**src/sfef_pkg.sv**
```systemverilog
// ----------------------------------------------------------------------------
// sfef_pkg
// Shared constants for the spanning forest edge filter.
// ----------------------------------------------------------------------------
`default_nettype none

package sfef_pkg;

	// width of a vertex number on the request ports
	localparam int unsigned VERTEX_W = 3;

	// highest vertex count that a request can name
	localparam int unsigned VERTEX_SPAN = 1 << VERTEX_W;

	// default vertex count of the graph
	localparam int unsigned NUM_VERTICES_DEF = 8;

endpackage

`default_nettype wire

```
**src/spanning_forest_edge_filter.sv**
```systemverilog
// ----------------------------------------------------------------------------
// spanning_forest_edge_filter
// Union-find edge filter: walks both endpoints to their roots and links the
// first root under the second endpoint when the roots differ.
// ----------------------------------------------------------------------------
// A request is taken when start is high and busy is low. The block then walks
// parent links from the first endpoint, then from the second, one link per
// cycle through a single lookup unit; each walk reads at most as many links
// as the table depth. An endpoint outside the vertex range skips both walks
// and gives its result with accepted low. Each result shows on accepted,
// edge_from and edge_to for exactly one cycle with done high; the receiver
// cannot stall it, so it must take it then. Setting restart puts every vertex
// back in its own set before that edge is used. The parent table starts out
// as identity after reset, with no clearing pass.
`default_nettype none

module spanning_forest_edge_filter #(
	parameter int unsigned NUM_VERTICES = sfef_pkg::NUM_VERTICES_DEF
) (
	input  wire logic                         clk,
	input  wire logic                         arst_n,
	input  wire logic                         start,
	output logic                              busy,
	input  wire logic [sfef_pkg::VERTEX_W-1:0] first_vertex,
	input  wire logic [sfef_pkg::VERTEX_W-1:0] second_vertex,
	input  wire logic                         restart,
	output logic                              done,
	output logic                              accepted,
	output logic [sfef_pkg::VERTEX_W-1:0]     edge_from,
	output logic [sfef_pkg::VERTEX_W-1:0]     edge_to
);

	// only vertices a request can name ever get linked
	localparam int unsigned DEPTH = (NUM_VERTICES < sfef_pkg::VERTEX_SPAN) ?
		NUM_VERTICES : sfef_pkg::VERTEX_SPAN;
	localparam int unsigned IDX_W = $clog2(DEPTH);
	localparam int unsigned STEP_W = $clog2(DEPTH);
	localparam logic [STEP_W-1:0] LAST_STEP = STEP_W'(DEPTH - 1);

	typedef enum logic [1:0] {
		ST_IDLE,
		ST_WALK_A,
		ST_WALK_B
	} state_t;

	state_t                       state_q;
	logic [IDX_W-1:0]             cur_q;
	logic [IDX_W-1:0]             root_a_q;
	logic [STEP_W-1:0]            steps_q;
	logic [DEPTH-1:0]             valid_q;
	logic [IDX_W-1:0]             parent_q [DEPTH];
	logic [sfef_pkg::VERTEX_W-1:0] from_q;
	logic [sfef_pkg::VERTEX_W-1:0] to_q;
	logic                         done_q;
	logic                         accepted_q;

	logic                         take;
	logic                         in_range;
	logic [IDX_W-1:0]             parent_rd;
	logic                         walk_end;
	logic [IDX_W-1:0]             walk_root;

	assign take = start && !busy;
	assign in_range = (int'(first_vertex) < int'(NUM_VERTICES)) &&
		(int'(second_vertex) < int'(NUM_VERTICES));

	// lookup unit: an entry never written reads as its own index
	assign parent_rd = valid_q[cur_q] ? parent_q[cur_q] : cur_q;

	// walk ends at a self link or when the link budget runs out
	assign walk_end = (parent_rd == cur_q) || (steps_q == LAST_STEP);
	assign walk_root = (parent_rd == cur_q) ? cur_q : parent_rd;

	// parent table payload
	always_ff @(posedge clk) begin
		if (state_q == ST_WALK_B && walk_end && walk_root != root_a_q) begin
			parent_q[root_a_q] <= IDX_W'(to_q);
		end
	end

	// sequencer, walk registers and result registers
	always_ff @(posedge clk or negedge arst_n) begin
		if (!arst_n) begin
			state_q    <= ST_IDLE;
			cur_q      <= '0;
			root_a_q   <= '0;
			steps_q    <= '0;
			valid_q    <= '0;
			from_q     <= '0;
			to_q       <= '0;
			done_q     <= 1'b0;
			accepted_q <= 1'b0;
		end else begin
			done_q <= 1'b0;
			unique case (state_q)
				ST_IDLE: begin
					if (take) begin
						from_q <= first_vertex;
						to_q   <= second_vertex;
						if (restart) begin
							valid_q <= '0;
						end
						if (in_range) begin
							cur_q   <= IDX_W'(first_vertex);
							steps_q <= '0;
							state_q <= ST_WALK_A;
						end else begin
							accepted_q <= 1'b0;
							done_q     <= 1'b1;
						end
					end
				end
				ST_WALK_A: begin
					if (walk_end) begin
						root_a_q <= walk_root;
						cur_q    <= IDX_W'(to_q);
						steps_q  <= '0;
						state_q  <= ST_WALK_B;
					end else begin
						cur_q   <= parent_rd;
						steps_q <= steps_q + 1'b1;
					end
				end
				ST_WALK_B: begin
					if (walk_end) begin
						if (walk_root != root_a_q) begin
							valid_q[root_a_q] <= 1'b1;
						end
						accepted_q <= (walk_root != root_a_q);
						done_q     <= 1'b1;
						state_q    <= ST_IDLE;
					end else begin
						cur_q   <= parent_rd;
						steps_q <= steps_q + 1'b1;
					end
				end
				default: begin
					state_q <= ST_IDLE;
				end
			endcase
		end
	end

	assign busy      = (state_q != ST_IDLE);
	assign done      = done_q;
	assign accepted  = accepted_q;
	assign edge_from = from_q;
	assign edge_to   = to_q;

`ifndef SYNTHESIS
	// a result follows either a request or the end of the second walk
	a_done_source: assert property (@(posedge clk) disable iff (!arst_n)
		done |-> $past(take) || $past(state_q == ST_WALK_B))
		else $error("result strobe without a request");

	// leaving the walks always delivers a result
	a_fell_done: assert property (@(posedge clk) disable iff (!arst_n)
		$fell(busy) |-> done)
		else $error("walk finished without a result");

	// a self loop can never be kept
	a_self_loop: assert property (@(posedge clk) disable iff (!arst_n)
		done && accepted |-> edge_from != edge_to)
		else $error("self loop accepted");

	// first walk hands over only to the second walk
	a_walk_order: assert property (@(posedge clk) disable iff (!arst_n)
		state_q == ST_WALK_A |=> state_q == ST_WALK_A || state_q == ST_WALK_B)
		else $error("first walk left out of order");
`endif

endmodule

`default_nettype wire
```
**config.mk**
```make
export PLATFORM = sky130hd
export DESIGN_NAME = spanning_forest_edge_filter
export DESIGN_NICKNAME = d
export VERILOG_FILES = /design/src/sfef_pkg.sv /design/src/spanning_forest_edge_filter.sv
export SDC_FILE = /design/constraint.sdc
export NUM_CORES = 1
export LEC_CHECK = 0
export BUFFER_PORTS_ARGS = -buffer_cell sky130_fd_sc_hd__buf_2
export CAP_MARGIN = 25
export CORE_MARGIN = 4
export CORE_UTILIZATION = 25
export DETAILED_ROUTE_END_ITERATION = 10
export GPL_TIMING_DRIVEN = 0
export PLACE_DENSITY = 0.4
export SYNTH_ARGS = -nofsm -noshare
export SYNTH_HDL_FRONTEND = slang
export SYNTH_SLANG_ARGS = --single-unit
```
**constraint.sdc**
```tcl
create_clock -name clk -period 5.55 [get_ports clk]
set_input_delay 0.555 -clock clk [delete_from_list [all_inputs] [get_ports clk]]
set_output_delay 0.555 -clock clk [all_outputs]
set_load 0.02 [all_outputs]
```
After elaboration in Yosys (flattened, before gate mapping)

Memories as Yosys holds them, arrays and structs flattened.
Cells that the tools add are included.

Flip-flop bits (word level): 27
RAM bits: 24
Input bits: 10
Output and inout bits: 9
Logic and storage cells: 69
Memories kept: 1

Memory list:

| memory   | depth | width | read ports | clocked after Yosys merged registers in | write ports | line                              | RTL |
|---|---|---|---|---|---|---|---|
| parent_q | 8     | 3     | 1          | 0                                       | 1           | spanning_forest_edge_filter.sv:51 | `logic [IDX_W-1:0] parent_q [DEPTH];` |

$add $sub $neg: 1
Order comparisons: 3
Equality and inequality tests: 11
Multiplexer cells: 27
Bitwise gates (word level): 1
Reduce and logical (&&, ||, !) cells: 16

Operators with widths:

| operator                                                                             | count |
|---|---|
| 8-bit 2-to-1 mux                                                                     | 4 |
| 3-bit 2-to-1 mux                                                                     | 8 |
| 3-bit one-hot mux with 3 select lines                                                | 2 |
| 8-bit one-hot mux with 2 select lines                                                | 1 |
| 2-bit != test (second input constant)                                                | 5 |
| 3-bit by 4-bit < comparator with 1-bit output (second input constant)                | 2 |
| 8-bit OR                                                                             | 1 |
| 1-bit 2-to-1 mux                                                                     | 6 |
| 2-bit 2-to-1 mux                                                                     | 3 |
| 2-bit one-hot mux with 3 select lines                                                | 1 |
| 2-bit AND reduction                                                                  | 3 |
| 3-bit AND reduction                                                                  | 2 |
| 5-bit AND reduction                                                                  | 1 |
| 1-bit logical AND                                                                    | 4 |
| 2-bit nonzero test                                                                   | 2 |
| 3-bit by 1-bit adder with 3-bit output (second input constant)                       | 1 |
| 1-bit binary-select mux with 3-bit select                                            | 1 |
| 1-bit demux with 3-bit select                                                        | 1 |
| 3-bit == test                                                                        | 1 |
| 3-bit == test (second input constant)                                                | 1 |
| 3-bit by 1-bit greater-or-equal comparator with 1-bit output (second input constant) | 1 |
| 3-bit != test                                                                        | 1 |
| 3-bit nonzero test                                                                   | 1 |
| 2-bit by 1-bit == test with 1-bit output (second input constant)                     | 1 |
| other kinds (5)                                                                      | 5 |

Logic depth before layout (Yosys ltp)

Gate-level depths: netlist of the first run.

Word-level depth: 9
Mapped depth: 10
Depth with buffers taken out: 8

Worst setup path after synthesis of the first run

No wires, ideal clock.

Path type: register to register
From: register cur_q[0]
To: memory parent_q[0][0] (netlist name), enable pin
Library setup time: 0.371 ns
Arrival time: 2.307 ns
Data required time: 5.179 ns
Setup slack: 2.872 ns
Cell stages (with the launch flop): 11
Buffers on the path: 3
Clock period less this slack: 2.678 ns
Cell sequence: dfrtp_1 -> buf_6 -> buf_6 -> mux2_4 -> mux2i_1 -> o21ai_1 -> a21bo_2 -> xor2_1 -> o311ai_4 -> buf_6 -> nor4_1

Longest elaborated chain between the ends: 9
Elaborated cells between the ends (all ways): 12
Those cells by class: eq/ne (2); mux (6); reduce/logical (3); memory (1)

Ends and longest elaborated chain:

| item                                                 | line                                                                 | RTL |
|---|---|---|
| start: declaration                                   | spanning_forest_edge_filter.sv:47                                    | `logic [IDX_W-1:0] cur_q;` |
| start signal: assignment                             | spanning_forest_edge_filter.sv:104                                   | `cur_q <= IDX_W'(first_vertex);` |
| start signal: assignment                             | spanning_forest_edge_filter.sv:116                                   | `cur_q <= IDX_W'(to_q);` |
| start signal: assignment                             | spanning_forest_edge_filter.sv:120                                   | `cur_q <= parent_rd;` |
| 1-bit binary-select mux with 3-bit select            | spanning_forest_edge_filter.sv:68                                    | `assign parent_rd = valid_q[cur_q] ? parent_q[cur_q] : cur_q;` |
| 1-bit 2-to-1 mux (not written as such)               | spanning_forest_edge_filter.sv:68                                    |  |
| 3-bit 2-to-1 mux                                     | spanning_forest_edge_filter.sv:68                                    |  |
| 3-bit == test                                        | spanning_forest_edge_filter.sv:71, spanning_forest_edge_filter.sv:72 |  |
| 3-bit 2-to-1 mux or 1-bit logical OR (tied branches) | spanning_forest_edge_filter.sv:72, spanning_forest_edge_filter.sv:71 |  |
| 3-bit != test or 1-bit logical AND (tied branches)   | spanning_forest_edge_filter.sv:76                                    | `if (state_q == ST_WALK_B && walk_end && walk_root != root_a_q) begin` |
| 1-bit logical AND *                                  | spanning_forest_edge_filter.sv:76                                    |  |
| 1-bit 2-to-1 mux *                                   | spanning_forest_edge_filter.sv:76                                    |  |
| 1-bit 2-to-1 mux (not written as such) *             | spanning_forest_edge_filter.sv:77                                    | `parent_q[root_a_q] <= IDX_W'(to_q);` |
| end: declaration                                     | spanning_forest_edge_filter.sv:51                                    |  |

Every way passes the cells marked *; elsewhere a longest branch is shown, timed or not. The select of a mux whose other input is x is not followed.

Worst setup path in the final report of the first run

From: register cur_q[0]
To: memory parent_q[1][0] (netlist name), enable pin

The elaborated chain is that of the path after synthesis.

==> impl_metrics.json, run 1 <==
{
  "path_buf_inv": 2,
  "cts_tree": "yes",
  "utilization_pct": 29.3,
  "fin_tns_setup_ns": 0,
  "die_w_um": 111,
  "clk_pin_slew_worst_paths_ns": 0.10,
  "cp-start-kind": "flop",
  "synth_nets": 232,
  "crit_path_max_fanout": 10,
  "place_inst": 369,
  "die_area_um2": 12300,
  "top_level_ports": 19,
  "status": "finished clean",
  "hold_class": "primary input to asynchronous set/reset pin",
  "core.rowCount": 37,
  "synthTopCellsByArea": "edfxtp_1 27%, dfrtp_1 25%, mux2_2 6.8%",
  "tightest_slew_ns": 0.707,
  "ys_ff_latch": 51,
  "n_antenna_cell": 0,
  "fin_skew_ns": 0.0185,
  "ys_seq_area_share_pct": 52.5,
  "synth_top_area_share_pct": 27.1,
  "ant_nets": 0,
  "grt_pass1_wl_um": 9980,
  "clock_latency_ns": 0.31,
  "avgSynthCellArea_um2": 12.4,
  "setup_viol": 0,
  "wl_um": 6170,
  "synth_async_sr_flop_share_pct": 52.9,
  "max_freq_mhz": 297,
  "crit_family": "multiplexers",
  "core_um2": 10300,
  "grt_pass1_vias": 1845,
  "place_congestion": 0.731,
  "postCtsSetupRepairBufs": 0,
  "wire_per_inst_um": 16.4,
  "final_layout_size_suffix_gt1_share_pct": 28.6,
  "synthTopCellsByCount": "27 x dfrtp_1, 24 x edfxtp_1, 19 x nand2_1",
  "area_growth_pct": 13.8,
  "yosysWarningCount": 0,
  "grt-ovfl-total": 0,
  "min_period_ns": 3.37,
  "drtPass1Iterations": 4,
  "antenna_found_initial": 0,
  "numClockSinks": 51,
  "slowest_delay_ns": 0.54,
  "critical_path_class": "flop to flop",
  "peakVddDrop_mv": 0.173,
  "cp_common_cell": "buf_6",
  "final.period_utilization_pct": 60.7,
  "relSlewSlack_pct": 52.4,
  "fp.dieH_um": 111,
  "synth_cells": 215,
  "p_per_area_nw_per_um2": 615,
  "synth_edf_count": 24,
  "root_buffer": "clkbuf_8",
  "cp.arrival_ns": 3.30,
  "cts.path.max_buffers": 2,
  "total_power_mw": 1.86,
  "fin_cells": 377,
  "htreeDepth": 2,
  "drv_cap": 0,
  "dp_hpwl_um": 4680,
  "io_buffers": 18,
  "drv_slew": 0,
  "start_util_pct": 25.8,
  "rsz0062_at_grt": "no",
  "cp.required_ns": 5.48,
  "route.detailed.drc": 0,
  "holdWs_ns": 0.255,
  "crit_chain": "buf_6 > mux2i_1 > o22ai_1 > nor2_1 > mux2i_2 > xnor2_1 > o311ai_4 > buf_6 > nor4_1",
  "yosysTopAreaCell": "edfxtp_1",
  "power_leakage_nw": 1.18,
  "crit_slowest_cell": "nor4_1",
  "finalNetCount": 257,
  "postCtsHoldBufs": 0,
  "vias": 1761,
  "syn_area_um2": 2660,
  "tritoncts.num_buffers": 5,
  "end_kind": "flop",
  "dr.first_iter.drc_count": 73,
  "synth.most_common_cell": "dfrtp_1",
  "grtUsageTotal_pct": 10.3,
  "viasPerCell": 4.67,
  "grt_max_degree": 28,
  "synthFlopType": "dfrtp_1",
  "finalHoldViolCount": 0,
  "cts_resized": 0,
  "synth_cell_type_count": 49
}
final timing paths:
kind                                   from              to  slack (ns)  depth (start not counted)
max in group asynchronous            arst_n      valid_q[0]        4.87                          1
hold reg to reg                  valid_q[7]      valid_q[7]        0.49                          2
min in group clk           second_vertex[1]      edge_to[1]        0.48                          2
setup reg to reg                   cur_q[0]  parent_q[1][0]        2.18                          9
hold / removal                       arst_n      state_q[0]        0.26                          1
setup / recovery                   cur_q[0]  parent_q[1][0]        2.18                          9
stage by stage:
step,area (um^2),setup WS (ns)
2_1_floorplan,2660,2.87
3_3_place_gp,2920,2.16
3_5_place_dp,2920,2.16
4_1_cts,3030,2.14
5_1_grt,3030,1.92
6_report,3030,2.18
cells by family (layout without fill, tap and decap cells):
group | after synthesis | after routing | share of synthesized area (%)
buffers and inverters | 21 | 47 | 4.09
xor gates and xnor gates | 3 | 3 | 0.988
adders and majority gates | 7 | 7 | 3.29
AOI/OAI and AO/OA | 40 | 40 | 11.9
and+or+nand+nor | 60 | 60 | 12.0
DFF | 51 | 51 | 52.5
muxes | 33 | 33 | 15.3
cells in the final DEF, fill, tap and decap left out, types with 2 or more instances in the layout:
master	n
buf_1	2
o21ai_1	2
edfxtp_1	24
nand2b_1	7
nor3_1	8
clkbuf_8	5
nor2b_1	5
nand3_1	4
a31oi_1	3
buf_2	21
o41ai_1	6
mux2_4	3
ha_1	7
nor2_1	5
buf_6	3
xor2_1	2
nand2_1	19
clkbuf_1	3
dfrtp_1	27
o21ai_0	3
a2111oi_0	3
a22o_1	3
inv_1	8
mux2_2	16
or2_2	4
mux2i_1	10
o21ai_2	3
mux4_2	3
nor4_1	2
a21oi_1	7
layout make-up:
cell class / count / area, um^2
buffer: 12 / 75.1
tap: 136 / 170
clock buffer: 6 / 93.8
fill: 1065 / 7300
clock inverter: 2 / 13.8
inverter: 9 / 33.8
timing repair buffer: 18 / 90.1
multi-input combinational: 143 / 1150
sequential: 51 / 1400
flip-flops by register name (all words and copies together), names as in the netlist:
signal	cells
root_a_q	3
cur_q	3
done	1
parent_q	24
accepted	1
valid_q	8
edge_from	3
edge_to	3
steps_q	3
state_q	2
report_power, final:
part	total, mW	switching, mW	internal (mW)	leakage [nW]
combinational	0.997	0.598	0.400	0.567
sequential	0.615	0.0835	0.532	0.556
clock	0.248	0.132	0.117	0.0563
total	1.86	0.813	1.05	1.18
routing by layer:
| metal | vias to the layer above | track usage (%) | part of all wire [%] |
|---|---|---|---|
| li1 | 841 | - | - |
| met1 | 896 | 13.2 | 47 |
| met2 | 18 | 17.2 | 49 |
| met3 | 6 | 2.51 | 2.5 |
| met4 | 0 | 3.33 | 1.5 |
| met5 | - | 0 | 0 |
No activity file was read; power rests on OpenSTA's default activity.
==> run 2: changes to the inputs <==
PLACE_DENSITY = 0.41   (was 0.4)
clock period = 3.1 ns   (was 5.55 ns; I/O delays follow)
==> run 2 against run 1 <==
Die area did not move. Clock skew is 0.0045 ns lower. Global-route usage is 0.095 points lower. Combinational power is 90% higher. Clock-buffer cell count down 1. Sequential power grew 80%. Flip-flop and latch count did not move. Clock power rose by 84%. Cell count did not move. Power up 86%. Critical endpoint is now parent_q[6][2]. Largest cell class unchanged.
==> impl_metrics.json, run 2 (synthesized netlist as in run 1, its figures left out) <==
{
  "core.rowCount": 37,
  "status": "finished clean",
  "dpl_cell_area_um2": 2920,
  "drv_slew": 0,
  "fin_ws_ns": 0.114,
  "p_per_area_nw_per_um2": 1110,
  "peakVddDrop_mv": 0.296,
  "stdcell_area_um2": 3110,
  "top_regs": "parent_q (24), valid_q (8)",
  "finalHoldViolCount": 0,
  "wire_per_inst_um": 16.3,
  "final_layout_size_suffix_gt1_share_pct": 33.2,
  "cts_tree": "yes",
  "route.detailed.drc": 0,
  "crit_path_max_fanout": 10,
  "dr.first_iter.drc_count": 64,
  "hold_class": "primary input to asynchronous set/reset pin",
  "relSlewSlack_pct": 57.4,
  "top_level_ports": 19,
  "die_w_um": 111,
  "n_fill_cell": 1051,
  "vias": 1766,
  "final.period_utilization_pct": 96.3,
  "finalNetCount": 257,
  "final_cell_mix": "27 x dfrtp_1, 24 x edfxtp_1, 21 x buf_2",
  "grt-ovfl-total": 0,
  "regMostFlops": "parent_q",
  "drv_cap": 0,
  "grt_max_degree": 28,
  "crit_path_end": "parent_q[6][2]",
  "wl_um": 6130,
  "antenna_found_initial": 0,
  "cp-start-kind": "flop",
  "postCtsHoldBufs": 0,
  "place_congestion": 0.761,
  "utilization_pct": 30.1,
  "cp-startpoint": "cur_q[0]",
  "drtPass1Iterations": 4,
  "viasPerCell": 4.68,
  "clock_latency_ns": 0.31,
  "root_buffer": "clkbuf_8",
  "numClockSinks": 51,
  "setup_viol": 0,
  "pre_cts_ws_ns": -0.225,
  "rrSetupSlack_ns": 0.11,
  "fin_skew_ns": 0.0140,
  "cts.path.max_buffers": 2,
  "largest_reg_flops": 24,
  "grtUsageTotal_pct": 10.2,
  "min_period_ns": 2.99,
  "end_kind": "flop",
  "dp_hpwl_um": 4650,
  "max_freq_mhz": 335,
  "tightest_slew_ns": 0.639,
  "critical_path_class": "flop to flop",
  "n_antenna_cell": 0,
  "power_leakage_nw": 1.18,
  "io_buffers": 18,
  "fp.dieH_um": 111,
  "reg2reg_to": "parent_q[6][2]",
  "cp.arrival_ns": 2.95,
  "grt_pass1_vias": 1873,
  "rr_startpoint": "cur_q[0]",
  "cp.required_ns": 3.07,
  "area_growth_pct": 16.9,
  "multi_input_area_um2": 1240,
  "regArea_um2": 1400,
  "core_um2": 10300,
  "final_common_cell": "dfrtp_1",
  "start_util_pct": 25.8,
  "worstRegToRegCells": 9,
  "clk_pin_slew_worst_paths_ns": 0.09,
  "rsz0062_at_grt": "yes",
  "die_area_um2": 12300,
  "grt_pass1_wl_um": 10100,
  "htreeDepth": 2,
  "tritoncts.num_buffers": 5,
  "ant_nets": 0,
  "postCtsSetupRepairBufs": 0
}
run 2: changes by cell type in the layout (fill, tap and decap cells not counted), moves of 2 or more:
cell	before	now
mux2i_1	10	7
nor4_1	2	0
mux2i_2	1	3
nor3_2	0	6
nor3_1	8	2
nor4_4	1	3
run 2: area by class of cell:
class	instances	share of cell area, %
flip-flops and latches	51	44.9
clock buffers	5	2.21
clock inverters	3	1.25
inverters	9	1.09
well taps	136	5.47
plain buffers	12	2.41
repair buffers	18	2.90
multi-input cells	143	39.8
run 2: power by group:
part | internal (mW) | total [mW] | switching [mW] | leakage, nW
clock network | 0.237 | 0.456 | 0.219 | 0.0556
logic | 0.749 | 1.89 | 1.14 | 0.570
registers | 0.953 | 1.11 | 0.155 | 0.556
total | 1.94 | 3.46 | 1.52 | 1.18
run 2: routing by layer:
| layer | track usage, % | routed length, um | vias to the layer above | part of all wire (%) |
|---|---|---|---|---|
| li1 | - | - | 845 | - |
| met1 | 12.7 | 2760 | 897 | 45 |
| met2 | 18.1 | 3160 | 19 | 52 |
| met3 | 1.64 | 133 | 5 | 2.2 |
| met4 | 3.16 | 80 | 0 | 1.3 |
| met5 | 0 | 0 | - | 0 |
run 2: repair_timing:
| action | in CTS | in global routing |
|---|---|---|
| gates cloned | 0 | 0 |
| endpoints found under the setup margin | 24 | 24 |
| resized for setup | 12 | 3 |
run 2: how the worst min path moves through the flow:
stage	end	slack, ns	depth (start not counted)
floorplan	accepted	0.01	0
global placement	state_q[1]	0.37	1
detailed placement	steps_q[0]	0.38	1
CTS	steps_q[0]	0.04	1
global route	done	0.06	1
finish	state_q[1]	0.02	1
run 2: metrics by stage:
stage | cells | hold WS [ns] | TNS (ns) | power, mW
after floorplan | 215 | 0.0144 | 0 | 2.45
after global placement | 369 | 0.366 | -4.16 | 2.92
after detailed placement | 369 | 0.380 | -4.18 | 2.92
after CTS | 377 | 0.0401 | 0 | 3.46
after global routing | 377 | 0.0641 | -0.101 | 3.71
final | 377 | 0.0192 | 0 | 3.46
run 2: critical path: stages, from the launching register on:
cell,delay (ns)
dfrtp_1,0.40
buf_6,0.20
mux2i_2,0.32
o22ai_1,0.21
nor2_2,0.21
mux2i_4,0.35
xnor2_1,0.21
o311ai_4,0.18
buf_6,0.24
nor3_2,0.32
==> run 3: changes to the inputs <==
ABC_AREA = 1   (was not set)
==> run 3 against run 2 <==
Clock skew fell by 0.0078 ns. First-iteration DRC count up 83%. Flip-flop and latch count is the same. Sequential power decreased by 5%. Critical endpoint is now parent_q[6][0]. Combinational power is 11% lower. Sequential share of layout area rose by 0.35 points.
==> impl_metrics.json, run 3 <==
{
  "die_w_um": 112,
  "syn_area_um2": 2690,
  "synthFlopType": "dfrtp_1",
  "yosysWarningCount": 0,
  "postCtsSetupRepairBufs": 0,
  "clock_latency_ns": 0.30,
  "final_cell_mix": "109 x nand2_1, 38 x nand3_1, 30 x inv_1",
  "setup_viol": 0,
  "final_common_cell": "nand2_1",
  "synthXorXnorAreaFrac_pct": 0.976,
  "finalNetCount": 355,
  "finalHoldViolCount": 0,
  "core.rowCount": 37,
  "crit_path_max_fanout": 10,
  "ys_ff_latch": 51,
  "top_regs": "parent_q (24), valid_q (8)",
  "max_freq_mhz": 370,
  "busiest_layer": "met2",
  "grt_pass1_wl_um": 10800,
  "use_met2_pct": 16.5,
  "start_util_pct": 25.8,
  "cts_resized": 0,
  "wl_um": 6460,
  "cts_tree": "yes",
  "core_um2": 10400,
  "vias": 2075,
  "synth.most_common_cell": "nand2_1",
  "synth_async_sr_flop_share_pct": 52.9,
  "drv_cap": 0,
  "globalRouteMet3Util_pct": 2.12,
  "wire_per_inst_um": 13.6,
  "final_layout_size_suffix_gt1_share_pct": 15.0,
  "combPwrFrac_pct": 51.3,
  "synthTopCellsByCount": "109 x nand2_1, 38 x nand3_1, 30 x inv_1",
  "ant_nets": 0,
  "htreeDepth": 2,
  "cts.path.max_buffers": 2,
  "synthSimpleGateAreaFrac_pct": 30.6,
  "sw_frac_of_total_pct": 45.9,
  "dp_hpwl_um": 4810,
  "synth_compound_area_share_pct": 3.90,
  "numClockSinks": 51,
  "tritoncts.num_buffers": 5,
  "clk_pin_slew_worst_paths_ns": 0.09,
  "synth_edf_count": 24,
  "fin_skew_ns": 0.00624,
  "hold_class": "primary input to asynchronous set/reset pin",
  "synth_top_family_by_area": "simple AND/OR/NAND/NOR gates",
  "pwr-share-seq_pct": 32.2,
  "synth_nets": 330,
  "io_buffers": 18,
  "rsz0062_at_grt": "no",
  "worstRegToRegCells": 14,
  "dr.first_iter.drc_count": 117,
  "n_antenna_cell": 0,
  "synthTopCellsByArea": "edfxtp_1 27%, dfrtp_1 25%, nand2_1 15%",
  "drv_slew": 0,
  "status": "finished clean",
  "avgSynthCellArea_um2": 8.60,
  "cp.required_ns": 3.05,
  "ys_seq_area_share_pct": 51.9,
  "pwr-share-clk_pct": 16.5,
  "grt_max_degree": 28,
  "route.detailed.drc": 0,
  "min_period_ns": 2.70,
  "cp.arrival_ns": 2.65,
  "viasPerCell": 4.37,
  "use_met1_pct": 15.9,
  "synth_top_area_share_pct": 26.8,
  "grt_pass1_vias": 2007,
  "largest_reg_flops": 24,
  "relSlewSlack_pct": 50.6,
  "top_level_ports": 19,
  "grtUsageTotal_pct": 10.9,
  "critical_path_class": "flop to flop",
  "die_area_um2": 12500,
  "area_growth_pct": 14.6,
  "p_per_area_nw_per_um2": 1060,
  "synthAdderAreaFrac_pct": 3.25,
  "drtPass1Iterations": 4,
  "place_congestion": 0.764,
  "end_kind": "flop",
  "p_int_mw": 1.77,
  "p_sw_mw": 1.50,
  "tightest_slew_ns": 0.736,
  "peakVddDrop_mv": 0.293,
  "synth_cells": 313,
  "grt-ovfl-total": 0,
  "regMostFlops": "parent_q",
  "fin_tns_setup_ns": 0,
  "yosysTopAreaCell": "edfxtp_1",
  "power_leakage_nw": 1.46,
  "postCtsHoldBufs": 0,
  "fp.dieH_um": 112,
  "rrSetupSlack_ns": 0.40,
  "antenna_found_initial": 0,
  "synth_cell_type_count": 24,
  "synthMuxAreaShare_pct": 2.51,
  "holdWs_ns": 0.0219,
  "final.period_utilization_pct": 87.1,
  "root_buffer": "clkbuf_8",
  "total_power_mw": 3.28,
  "cp-start-kind": "flop"
}
[run 3: changes by cell type after synthesis, sizes merged, moves of 10 or more]
cell and delta:
nand2 +93, inv +24, mux2 -13, nand4 +10, nor2 +17, mux2i -11, nand3 +37
[run 3: layer usage]
metal / share of wire [%] / vias up / wire (um)
met5: 0 / - / 0
met4: 1.0 / 0 / 66
met3: 2.8 / 5 / 178
met2: 45 / 25 / 2890
met1: 51 / 978 / 3320
li1: - / 1067 / -
[run 3: final timing paths]
kind / startpoint / endpoint
max: cur_q[0] / parent_q[6][0]
min: arst_n / edge_to[2]
max reg2reg: cur_q[0] / parent_q[6][0]
min reg2reg: accepted / accepted
max in group asynchronous: arst_n / state_q[1]
min in group clk: second_vertex[2] / edge_to[2]
[run 3: logic make-up (layout without fill, tap and decap cells)]
kind of cell	count (synthesis)	count (layout)
adder cells (fa/ha/maj)	7	7
buffers and inverters	42	68
XOR/XNOR	3	3
multiplexers	6	6
flip-flops	51	51
AO/OA/AOI/OAI	16	16
AND/OR/NAND/NOR	188	188
[run 3: stage by stage]
step	worst slack, ns	cells	util [%]	area [um^2]
after floorplan	1.02	313	-	2690
after global placement	0.354	467	28.3	2950
after detailed placement	0.378	467	28.3	2950
after CTS	0.358	475	29.6	3090
after global routing	0.203	475	29.6	3090
final	0.401	475	29.6	3090
[run 3: power by group through the flow]
| stage | Sequential, mW | Clock [mW] | Combinational, mW |
|---|---|---|---|
| 6_report | 1.06 | 0.541 | 1.68 |
| 5_1_grt | 1.08 | 0.596 | 1.94 |
| 4_1_cts | 1.06 | 0.562 | 1.71 |
| 3_5_place_dp | 1.07 | 0 | 1.69 |
| 3_3_place_gp | 1.07 | 0 | 1.71 |
| 2_1_floorplan | 1.09 | 0 | 1.21 |
[run 3: critical path, stage by stage (launching register included)]
cell and delay (ns):
dfrtp_1 0.41, inv_2 0.14, buf_2 0.25, nand2_1 0.07
nand3_1 0.11, nand2_1 0.06, nand2_1 0.07, nand2_1 0.07
nand3_1 0.10, nand3_2 0.10, o21bai_4 0.22, nand2_4 0.09
clkinv_2 0.15, nand2_4 0.11, nor2_1 0.38
[run 3: layout make-up]
class	count	area [um^2]
fill	1116	7330
sequential	51	1400
multi-input combinational	220	1110
tap	136	170
inverter	33	125
timing repair buffer	18	90.1
clock buffer	6	72.6
clock inverter	2	60.1
buffer	9	60.1
